[config.mk]
export PLATFORM = sky130hd
export DESIGN_NAME = sync_id_length_sum_frame_parser
export DESIGN_NICKNAME = d
export VERILOG_FILES = /design/src/rtl/sidlfp_pkg.sv /design/src/rtl/sidlfp_cfg.sv /design/src/rtl/sidlfp_step.sv /design/src/rtl/sync_id_length_sum_frame_parser.sv
export SDC_FILE = /design/constraint.sdc
export NUM_CORES = 1
export LEC_CHECK = 0
export BUFFER_PORTS_ARGS = -buffer_cell sky130_fd_sc_hd__buf_2
export CORE_ASPECT_RATIO = 1.2
export CORE_UTILIZATION = 58
export DETAILED_ROUTE_END_ITERATION = 7
export PLACE_DENSITY = 0.8
export SETUP_SLACK_MARGIN = 0.02
export SYNTH_ARGS = -nofsm -noshare
export SYNTH_HDL_FRONTEND = slang
export SYNTH_SLANG_ARGS = --single-unit
[constraint.sdc]
create_clock -name clk_i -period 5.1 [get_ports clk_i]
set_input_delay 0.255 -clock clk_i [delete_from_list [all_inputs] [get_ports clk_i]]
set_output_delay 0.255 -clock clk_i [all_outputs]
set_load 0.02 [all_outputs]
[src/rtl/sidlfp_pkg.sv]
package sidlfp_pkg;

  localparam int unsigned ByteW  = 8;
  localparam int unsigned ErrW   = 16;
  localparam int unsigned CountW = 32;
  localparam int unsigned CfgIdxW = 8;

  localparam logic [ByteW-1:0] FirstSyncReset  = 8'd170;
  localparam logic [ByteW-1:0] SecondSyncReset = 8'd85;

  localparam logic [CfgIdxW-1:0] CfgFirstSync  = 8'd0;
  localparam logic [CfgIdxW-1:0] CfgSecondSync = 8'd1;

  typedef enum logic [1:0] {
    EV_NONE    = 2'd0,
    EV_PAYLOAD = 2'd1,
    EV_GOOD    = 2'd2,
    EV_ERROR   = 2'd3
  } event_e;

  typedef enum logic [2:0] {
    PH_HUNT  = 3'd0,
    PH_SYNC1 = 3'd1,
    PH_SYNC2 = 3'd2,
    PH_ID    = 3'd3,
    PH_BODY  = 3'd4,
    PH_SUM   = 3'd5
  } phase_e;

  typedef struct packed {
    logic [ByteW-1:0] first_sync;
    logic [ByteW-1:0] second_sync;
  } cfg_t;

  typedef struct packed {
    event_e              kind;
    logic [ByteW-1:0]    out_byte;
    logic [ByteW-1:0]    frame_id;
    logic [ByteW-1:0]    frame_length;
    logic [ByteW-1:0]    position;
    logic [ErrW-1:0]     error_total;
    logic [CountW-1:0]   bytes_seen;
  } res_t;

endpackage

[src/rtl/sidlfp_cfg.sv]
module sidlfp_cfg (
  input  logic                          clk_i,
  input  logic                          rst_ni,
  input  logic                          wr_en_i,
  input  logic [sidlfp_pkg::CfgIdxW-1:0] wr_index_i,
  input  logic [sidlfp_pkg::ByteW-1:0]  wr_data_i,
  output sidlfp_pkg::cfg_t              cfg_o
);
  import sidlfp_pkg::*;

  cfg_t cfg_q, cfg_d;

  always_comb begin
    cfg_d = cfg_q;
    if (wr_en_i) begin
      case (wr_index_i)
        CfgFirstSync:  cfg_d.first_sync  = wr_data_i;
        CfgSecondSync: cfg_d.second_sync = wr_data_i;
        default:       cfg_d = cfg_q;
      endcase
    end
  end

  always_ff @(posedge clk_i or negedge rst_ni) begin
    if (!rst_ni) begin
      cfg_q.first_sync  <= FirstSyncReset;
      cfg_q.second_sync <= SecondSyncReset;
    end else begin
      cfg_q <= cfg_d;
    end
  end

  assign cfg_o = cfg_q;

endmodule

[src/rtl/sidlfp_step.sv]
module sidlfp_step (
  input  logic                         clk_i,
  input  logic                         rst_ni,
  input  sidlfp_pkg::cfg_t             cfg_i,
  input  logic                         adv_i,
  input  logic [sidlfp_pkg::ByteW-1:0] byte_i,
  output sidlfp_pkg::res_t             res_o
);
  import sidlfp_pkg::*;

  phase_e             phase_q, phase_d;
  logic [ByteW-1:0]   id_q, id_d;
  logic [ByteW-1:0]   len_q, len_d;
  logic [ByteW-1:0]   cnt_q, cnt_d;
  logic [ByteW-1:0]   sum_q, sum_d;
  logic [ErrW-1:0]    err_q, err_d;
  logic [CountW-1:0]  seen_q, seen_d;
  logic               fail;

  always_comb begin
    phase_d = phase_q;
    id_d    = id_q;
    len_d   = len_q;
    cnt_d   = cnt_q;
    sum_d   = sum_q;
    err_d   = err_q;
    seen_d  = seen_q + CountW'(1);
    fail    = 1'b0;
    res_o.kind     = EV_NONE;
    res_o.out_byte = '0;
    res_o.position = '0;
    case (phase_q)
      PH_SYNC1: begin
        if (byte_i == cfg_i.second_sync) begin
          phase_d = PH_SYNC2;
          sum_d   = '0;
        end else begin
          fail = 1'b1;
        end
      end
      PH_SYNC2: begin
        id_d    = byte_i;
        sum_d   = sum_q + byte_i;
        phase_d = PH_ID;
      end
      PH_ID: begin
        len_d   = byte_i;
        sum_d   = sum_q + byte_i;
        cnt_d   = '0;
        phase_d = PH_BODY;
      end
      PH_BODY: begin
        res_o.kind     = EV_PAYLOAD;
        res_o.out_byte = byte_i;
        res_o.position = cnt_q;
        sum_d          = sum_q + byte_i;
        cnt_d          = cnt_q + ByteW'(1);
        if (cnt_d >= len_q) begin
          phase_d = PH_SUM;
        end
      end
      PH_SUM: begin
        if (byte_i == sum_q) begin
          res_o.kind = EV_GOOD;
          phase_d    = PH_HUNT;
        end else begin
          fail = 1'b1;
        end
      end
      default: begin
        phase_d = (byte_i == cfg_i.first_sync) ? PH_SYNC1 : PH_HUNT;
      end
    endcase
    if (fail) begin
      res_o.kind = EV_ERROR;
      err_d      = err_q + ErrW'(1);
      phase_d    = PH_HUNT;
    end
    res_o.frame_id     = id_d;
    res_o.frame_length = len_d;
    res_o.error_total  = err_d;
    res_o.bytes_seen   = seen_d;
  end

  always_ff @(posedge clk_i or negedge rst_ni) begin
    if (!rst_ni) begin
      phase_q <= PH_HUNT;
      id_q    <= '0;
      len_q   <= '0;
      cnt_q   <= '0;
      sum_q   <= '0;
      err_q   <= '0;
      seen_q  <= '0;
    end else if (adv_i) begin
      phase_q <= phase_d;
      id_q    <= id_d;
      len_q   <= len_d;
      cnt_q   <= cnt_d;
      sum_q   <= sum_d;
      err_q   <= err_d;
      seen_q  <= seen_d;
    end
  end

endmodule

[src/rtl/sync_id_length_sum_frame_parser.sv]
// Channel  | Direction | Contents
// ---------+-----------+------------------------------------------------------
// s_axis   | in        | tdata[7:0] rx_byte
// m_axis   | out       | tuser[1:0] event_kind; tdata packed result fields
// cfg      | in        | cfg_index_i 0 first_sync, 1 second_sync; cfg_data_i
//
// One word per cycle sustained while results are taken, input register to result
// register. The parser state updates as a word moves from the input register
// to the result register. Reset returns to hunting with sync values 170 and 85.
// A stalled result holds; a word is still taken while the input register is
// empty or drains into the result register in the same cycle.
module sync_id_length_sum_frame_parser (
  input  logic                           clk_i,
  input  logic                           rst_ni,
  input  logic                           s_axis_tvalid,
  output logic                           s_axis_tready,
  input  logic [7:0]                     s_axis_tdata,   // [7:0] rx_byte
  output logic                           m_axis_tvalid,
  input  logic                           m_axis_tready,
  output logic [79:0]                    m_axis_tdata,   // [7:0] out_byte,
                                                         // [15:8] frame_id,
                                                         // [23:16] frame_length,
                                                         // [31:24] payload_position,
                                                         // [47:32] error_total,
                                                         // [79:48] bytes_seen
  output logic [1:0]                     m_axis_tuser,   // [1:0] event_kind
  input  logic                           cfg_valid_i,
  output logic                           cfg_ready_o,
  input  logic [sidlfp_pkg::CfgIdxW-1:0] cfg_index_i,
  input  logic [7:0]                     cfg_data_i
);
  import sidlfp_pkg::*;

  cfg_t             cfg;
  res_t             res_d, res_q;
  logic             in_valid_q, in_valid_d;
  logic [ByteW-1:0] in_byte_q;
  logic             out_valid_q, out_valid_d;
  logic             adv;
  logic             take_in;

  assign cfg_ready_o   = 1'b1;
  assign adv           = in_valid_q && (!out_valid_q || m_axis_tready);
  assign s_axis_tready = !in_valid_q || adv;
  assign take_in       = s_axis_tvalid && s_axis_tready;
  assign in_valid_d    = take_in || (in_valid_q && !adv);
  assign out_valid_d   = adv || (out_valid_q && !m_axis_tready);

  sidlfp_cfg u_cfg (
    .clk_i      (clk_i),
    .rst_ni     (rst_ni),
    .wr_en_i    (cfg_valid_i),
    .wr_index_i (cfg_index_i),
    .wr_data_i  (cfg_data_i),
    .cfg_o      (cfg)
  );

  sidlfp_step u_step (
    .clk_i  (clk_i),
    .rst_ni (rst_ni),
    .cfg_i  (cfg),
    .adv_i  (adv),
    .byte_i (in_byte_q),
    .res_o  (res_d)
  );

  always_ff @(posedge clk_i or negedge rst_ni) begin
    if (!rst_ni) begin
      in_valid_q  <= 1'b0;
      out_valid_q <= 1'b0;
    end else begin
      in_valid_q  <= in_valid_d;
      out_valid_q <= out_valid_d;
    end
  end

  always_ff @(posedge clk_i) begin
    if (take_in) begin
      in_byte_q <= s_axis_tdata;
    end
    if (adv) begin
      res_q <= res_d;
    end
  end

  assign m_axis_tvalid = out_valid_q;
  assign m_axis_tuser  = res_q.kind;
  assign m_axis_tdata  = {res_q.bytes_seen, res_q.error_total, res_q.position,
                          res_q.frame_length, res_q.frame_id, res_q.out_byte};

  a_quiet_fields: assert property (@(posedge clk_i) disable iff (!rst_ni)
    out_valid_q && (res_q.kind != EV_PAYLOAD) |->
      (res_q.out_byte == '0) && (res_q.position == '0))
    else $error("payload fields set on a non-payload result");

  a_adv_loads: assert property (@(posedge clk_i) disable iff (!rst_ni)
    adv |=> out_valid_q)
    else $error("result register not loaded after advance");

  a_in_hold: assert property (@(posedge clk_i) disable iff (!rst_ni)
    in_valid_q && !adv |=> in_valid_q && $stable(in_byte_q))
    else $error("input word lost while stalled");

  a_count_step: assert property (@(posedge clk_i) disable iff (!rst_ni)
    out_valid_q && adv |=> res_q.bytes_seen == $past(res_q.bytes_seen) + 32'd1)
    else $error("byte count did not advance by one");

endmodule

After elaboration in Yosys (flattened, before gate mapping):

Cells that the tools add are included.

* register bits: 191
* logic and storage cells: 75
* output and inout port bits: 85
* bits of input ports: 29

* magnitude comparators: 1
* add/subtract/negate cells: 4
* muxes and demuxes: 17
* reductions and logical operators: 21
* eq/ne operators: 13

Operator list (count)
* 32-bit by 1-bit adder with 32-bit output, second input constant: 1
* 8-bit one-hot mux with 2 select lines: 2
* 8-bit equality test: 3
* 8-bit 2-to-1 mux: 3
* 16-bit by 1-bit adder with 16-bit output, second input constant: 1
* 16-bit 2-to-1 mux: 1
* 3-bit one-hot mux with 5 select lines: 1
* 3-bit 2-to-1 mux: 4
* 3-bit by 1-bit inequality test with 1-bit output, second input constant: 3
* 8-bit by 1-bit adder with 8-bit output, second input constant: 1
* 8-bit adder: 1
* 8-bit by 1-bit equality test with 1-bit output, second input constant: 1
* 8-bit >= comparator: 1
* 8-bit logical NOT: 1
* 3-bit by 2-bit equality test with 1-bit output, second input constant: 2
* 3-bit equality test, second input constant: 2
* 2-bit AND reduction: 3
* 1-bit logical AND: 4
* 1-bit logical NOT: 4
* 1-bit logical OR: 4
* 2-bit one-hot mux with 2 select lines: 1
* 4-bit AND reduction: 1
* 2-bit nonzero test: 2
* 3-bit by 1-bit equality test with 1-bit output, second input constant: 1
* 6 further kinds: 8

Logic depth before layout (Yosys ltp):

* word-level depth: 6
* mapped depth: 11
* gate-level depth less buffers: 11

By module:

From an unflattened synthesis, not the netlist that was laid out.

* cell total of the unflattened synthesis: 691
* area, all modules: 8899.8 sq um

Modules (own cells, without submodules)
* sidlfp_step: instances 1, area an instance 5412.7 sq um, seq. area each 2077.0 sq um, cells an instance 553
* sync_id_length_sum_frame_parser: instances 1, area an instance 2817.7 sq um, seq. area each 2752.6 sq um, cells an instance 100
* sidlfp_cfg: instances 1, area an instance 669.4 sq um, seq. area each 410.4 sq um, cells an instance 38

Worst setup path before layout:

OpenSTA, ideal clock, no wires.

* path type: reg-to-reg
* start: register out_valid_q (netlist: m_axis_tvalid)
* end: register res_q (netlist bit m_axis_tdata[0]), enable pin
* slack: 1152 ps
* data required time: 4622 ps
* data arrival time: 3470 ps
* buffers on the path: 2
* cell stages (with the launch flop): 6
* setup time: 478 ps
* clock period less this slack: 3948 ps
* cells stage by stage: dfrtp_1 nand2b_1 nand2_1 clkinv_1 clkbuf_1 buf_1

* word-level cells in the longest chain between the ends: 3

RTL lines
* start: declaration: line sync_id_length_sum_frame_parser.sv:38 `logic out_valid_q, out_valid_d;`
* start signal: assignment: line sync_id_length_sum_frame_parser.sv:73 `out_valid_q <= out_valid_d;`
* 1-bit logical NOT: line sync_id_length_sum_frame_parser.sv:43 `assign adv = in_valid_q && (!out_valid_q || m_axis_tready);`
* 1-bit logical OR: line sync_id_length_sum_frame_parser.sv:43
* 1-bit logical AND: line sync_id_length_sum_frame_parser.sv:43
* named net adv: line sync_id_length_sum_frame_parser.sv:39 `logic adv;`
* end signal: assignment: line sync_id_length_sum_frame_parser.sv:82 `res_q <= res_d;`
* end: declaration: line sync_id_length_sum_frame_parser.sv:35 `res_t res_d, res_q;`

The timed path passes the listed nets, and every way through them passes these cells.
A chain may end at the register's enable or synchronous reset.

==> results by group <==
Placement
  – Dpl hpwl: 11700 um
  – Area after DPL: 0.009513 mm2
  – Placer Congestion: 0.8458
  – Worst slack, placed: 2.221 ns
  – Buffers on Ports: 112

Detailed routing
  – Vias: 5690
  – DRC Markers: 0
  – DR iter-0 viols: 345
  – Vias per cell: 5.535
  – Post-DRT Antenna Nets: 0
  – Routed WL: 17200 um
  – Avg WL per Cell: 16.73 um
  – Initial DRT Pass Iterations: 5

Floorplanning
  – Site Rows: 48
  – Total die area: 0.01565 mm2
  – Die span in x: 114.4 um
  – Starting Density: 0.6023
  – Core area: 0.01459 mm2
  – Die height: 136.9 um
  – Top Ports: 114

Finish
  – Final instance area: 0.01022 mm2
  – Antenna cells: 0
  – Syn-to-layout area delta: 16.26%
  – Fraction of layout cells with a size suffix above 1: 0.2548
  – Post-layout util: 0.7002
  – Net total in the final layout: 863

Setup path
  – CP Launch Type: flop
  – Max FO, Critical Path: 32
  – Worst Path Required: 5.27 ns
  – CP endpoint kind: flop
  – WP data arrival: 3.10 ns
  – Crit path kind: reg2reg

Timing
  – RSZ-0062 raised after global routing: false
  – Final hold violations: 0
  – Max-slew violation count: 0
  – Clock Skew: 0.009229 ns
  – PnR worst setup slack: 2.179 ns
  – Worst Tran Pin Value: 1.281 ns
  – Setup Viol. Count Final: 0
  – Max_slew headroom: 0.1457
  – Final period utilization: 0.5728
  – Hold_ws: 0.02998 ns
  – Setup TNS: 0 ns
  – Fmax: 0.3423 GHz
  – Min cycle time layout: 2.921 ns

Synth
  – Mapped Area: 0.008790 mm2
  – Top-count cell post-synth: dfrtp_1
  – Netlist cell types: 53
  – Syn. warnings: 0
  – Mapped Cells: 699
  – Top cell type by total area after synthesis: edfxtp_1
  – Async S/R FF share, synth: 0.5288
  – Yosys top cell area share: 0.3075
  – Post-synth top flop: dfrtp_1
  – Synth Area per Inst: 12.57 um2
  – Mapped Nets: 747
  – Sequential element share of the synthesized area: 0.5962
  – Post-synth EDFFs: 90
  – Commonest cells in the netlist: dfrtp_1, edfxtp_1, nand2_1, xnor2_1
  – FF+latch count, synth: 191
  – Area contributors post-synth: edfxtp_1, dfrtp_1, xnor2_1, mux2_2, xor2_1

Clock network
  – Total CTS buffers: 17
  – Clk slew on worst S/H paths: 0.06 ns
  – Clk Latency, worst-skew pair: 0.43 ns
  – Post-CTS sizing: 0
  – CTS H-tree lvls: 4
  – CTS Sinks: 191
  – Clock tree root driver cell: clkbuf_16
  – CTS tree: built
  – Clk buf depth: 2

Outcome
  – Outcome: completed

Global routing
  – GRT Residual Overflow: 0
  – Largest net degree at the start of global routing: 79
  – Vias in the first global route: 5766
  – Initial antenna violation count: 0
  – Gr usage total: 0.2386
  – First-pass GRT wire length: 28200 um

Pwr
  – Worst VDD drop: 0.2873 mV
  – Power per cell area: 442.6 mW/mm2
  – P_leak: 4.616 nW

Worst hold path
  – HP Class: in2reg

Flow run
  – Number of max-cap violations: 0
## registers in the layout, indices dropped and copies added (netlist names)
| signal | count |
|---|---|
| m_axis_tuser | 2 |
| in_byte_q | 8 |
| u_step.id_q | 8 |
| u_cfg.cfg_o | 16 |
| u_step.cnt_q | 8 |
| m_axis_tdata | 80 |
| u_step.len_q | 8 |
| u_step.sum_q | 8 |
| m_axis_tvalid | 1 |
| u_step.phase_q | 3 |
| u_step.err_q | 16 |
| u_step.seen_q | 32 |
| in_valid_q | 1 |
## power breakdown
| part | leakage [nW] | total, mW | internal [mW] | switching, mW |
|---|---|---|---|---|
| clock | 0.299 | 1.36 | 0.837 | 0.526 |
| combinational | 2.08 | 1.05 | 0.426 | 0.629 |
| sequential | 2.23 | 2.10 | 1.91 | 0.191 |
## worst paths after layout
check / startpoint / end / slack [ns] / cells past startpoint
setup / recovery: in_byte_q[5] / m_axis_tdata[40] / 2.18 / 7
hold / removal: s_axis_tvalid / in_valid_q / 0.03 / 2
setup reg to reg: in_byte_q[5] / m_axis_tdata[40] / 2.18 / 7
hold reg to reg: u_step.id_q[2] / u_step.id_q[2] / 0.48 / 2
max in group asynchronous: rst_ni / u_step.id_q[4] / 3.55 / 3
min in group asynchronous: rst_ni / u_step.seen_q[16] / 0.28 / 2
## routing by layer
metal  vias to the layer above  GRT usage  part of all wire  wire (um)
li1                       2697          -                 -          -
met1                      2815     0.2804              0.41       7049
met2                       142     0.4236              0.53       9142
met3                        36    0.03942             0.029        503
met4                         0     0.1183             0.029        502
met5                         -          0                 0          0
## final cells by class
| type | count | area [um2] |
|---|---|---|
| inverters | 14 | 55.05 |
| multi-input cells | 467 | 3382 |
| well taps | 200 | 250.2 |
| repair buffers | 124 | 675.6 |
| fillers | 1040 | 4375 |
| flip-flops and latches | 191 | 5240 |
| clock buffers | 27 | 513.0 |
| clock inverters | 5 | 102.6 |
## stage by stage
step / cells / power, mW
floorplan: 699 / 2.857
global placement: 987 / 3.125
detailed placement: 987 / 3.176
CTS: 1028 / 4.551
global route: 1028 / 4.751
finish: 1028 / 4.523
## cells in the final DEF, fill, tap and decap left out, types with 17 or more instances in the layout
cell       count
and3_1        29
mux2_2        44
xor2_1        44
nand2_1       77
ha_1          18
nand3_1       30
edfxtp_1      90
dfrtp_1       93
clkbuf_16     17
xnor2_1       75
buf_2        111
nor2_1        36
## worst max-delay path: stages, from the launching register on
cell,delay (ns)
edfxtp_1,0.58
ha_1,0.45
nor4_1,0.06
nand2_1,0.07
nor4_1,0.05
o21ai_2,0.99
nand4_1,0.26
xnor2_1,0.20
## timing repair
| item | 4_1_cts | 5_1_grt |
|---|---|---|
| hold endpoints to repair | 36 | 0 |
| setup buffers | 0 | 0 |
| hold buffers | 9 | 0 |
## logic make-up (layout without fill, tap and decap cells)
kind of cell,after synthesis,after routing,share of synthesized area
buf+inv,41,170,0.01950
fa+ha+maj,19,19,0.02790
xor+xnor,119,119,0.1186
compound gates,39,39,0.02990
simple gates,245,245,0.1512
other cells,1,1,0.0004266
flops,191,191,0.5962
mux,44,44,0.05637
Power figures use the tool's default switching activity.
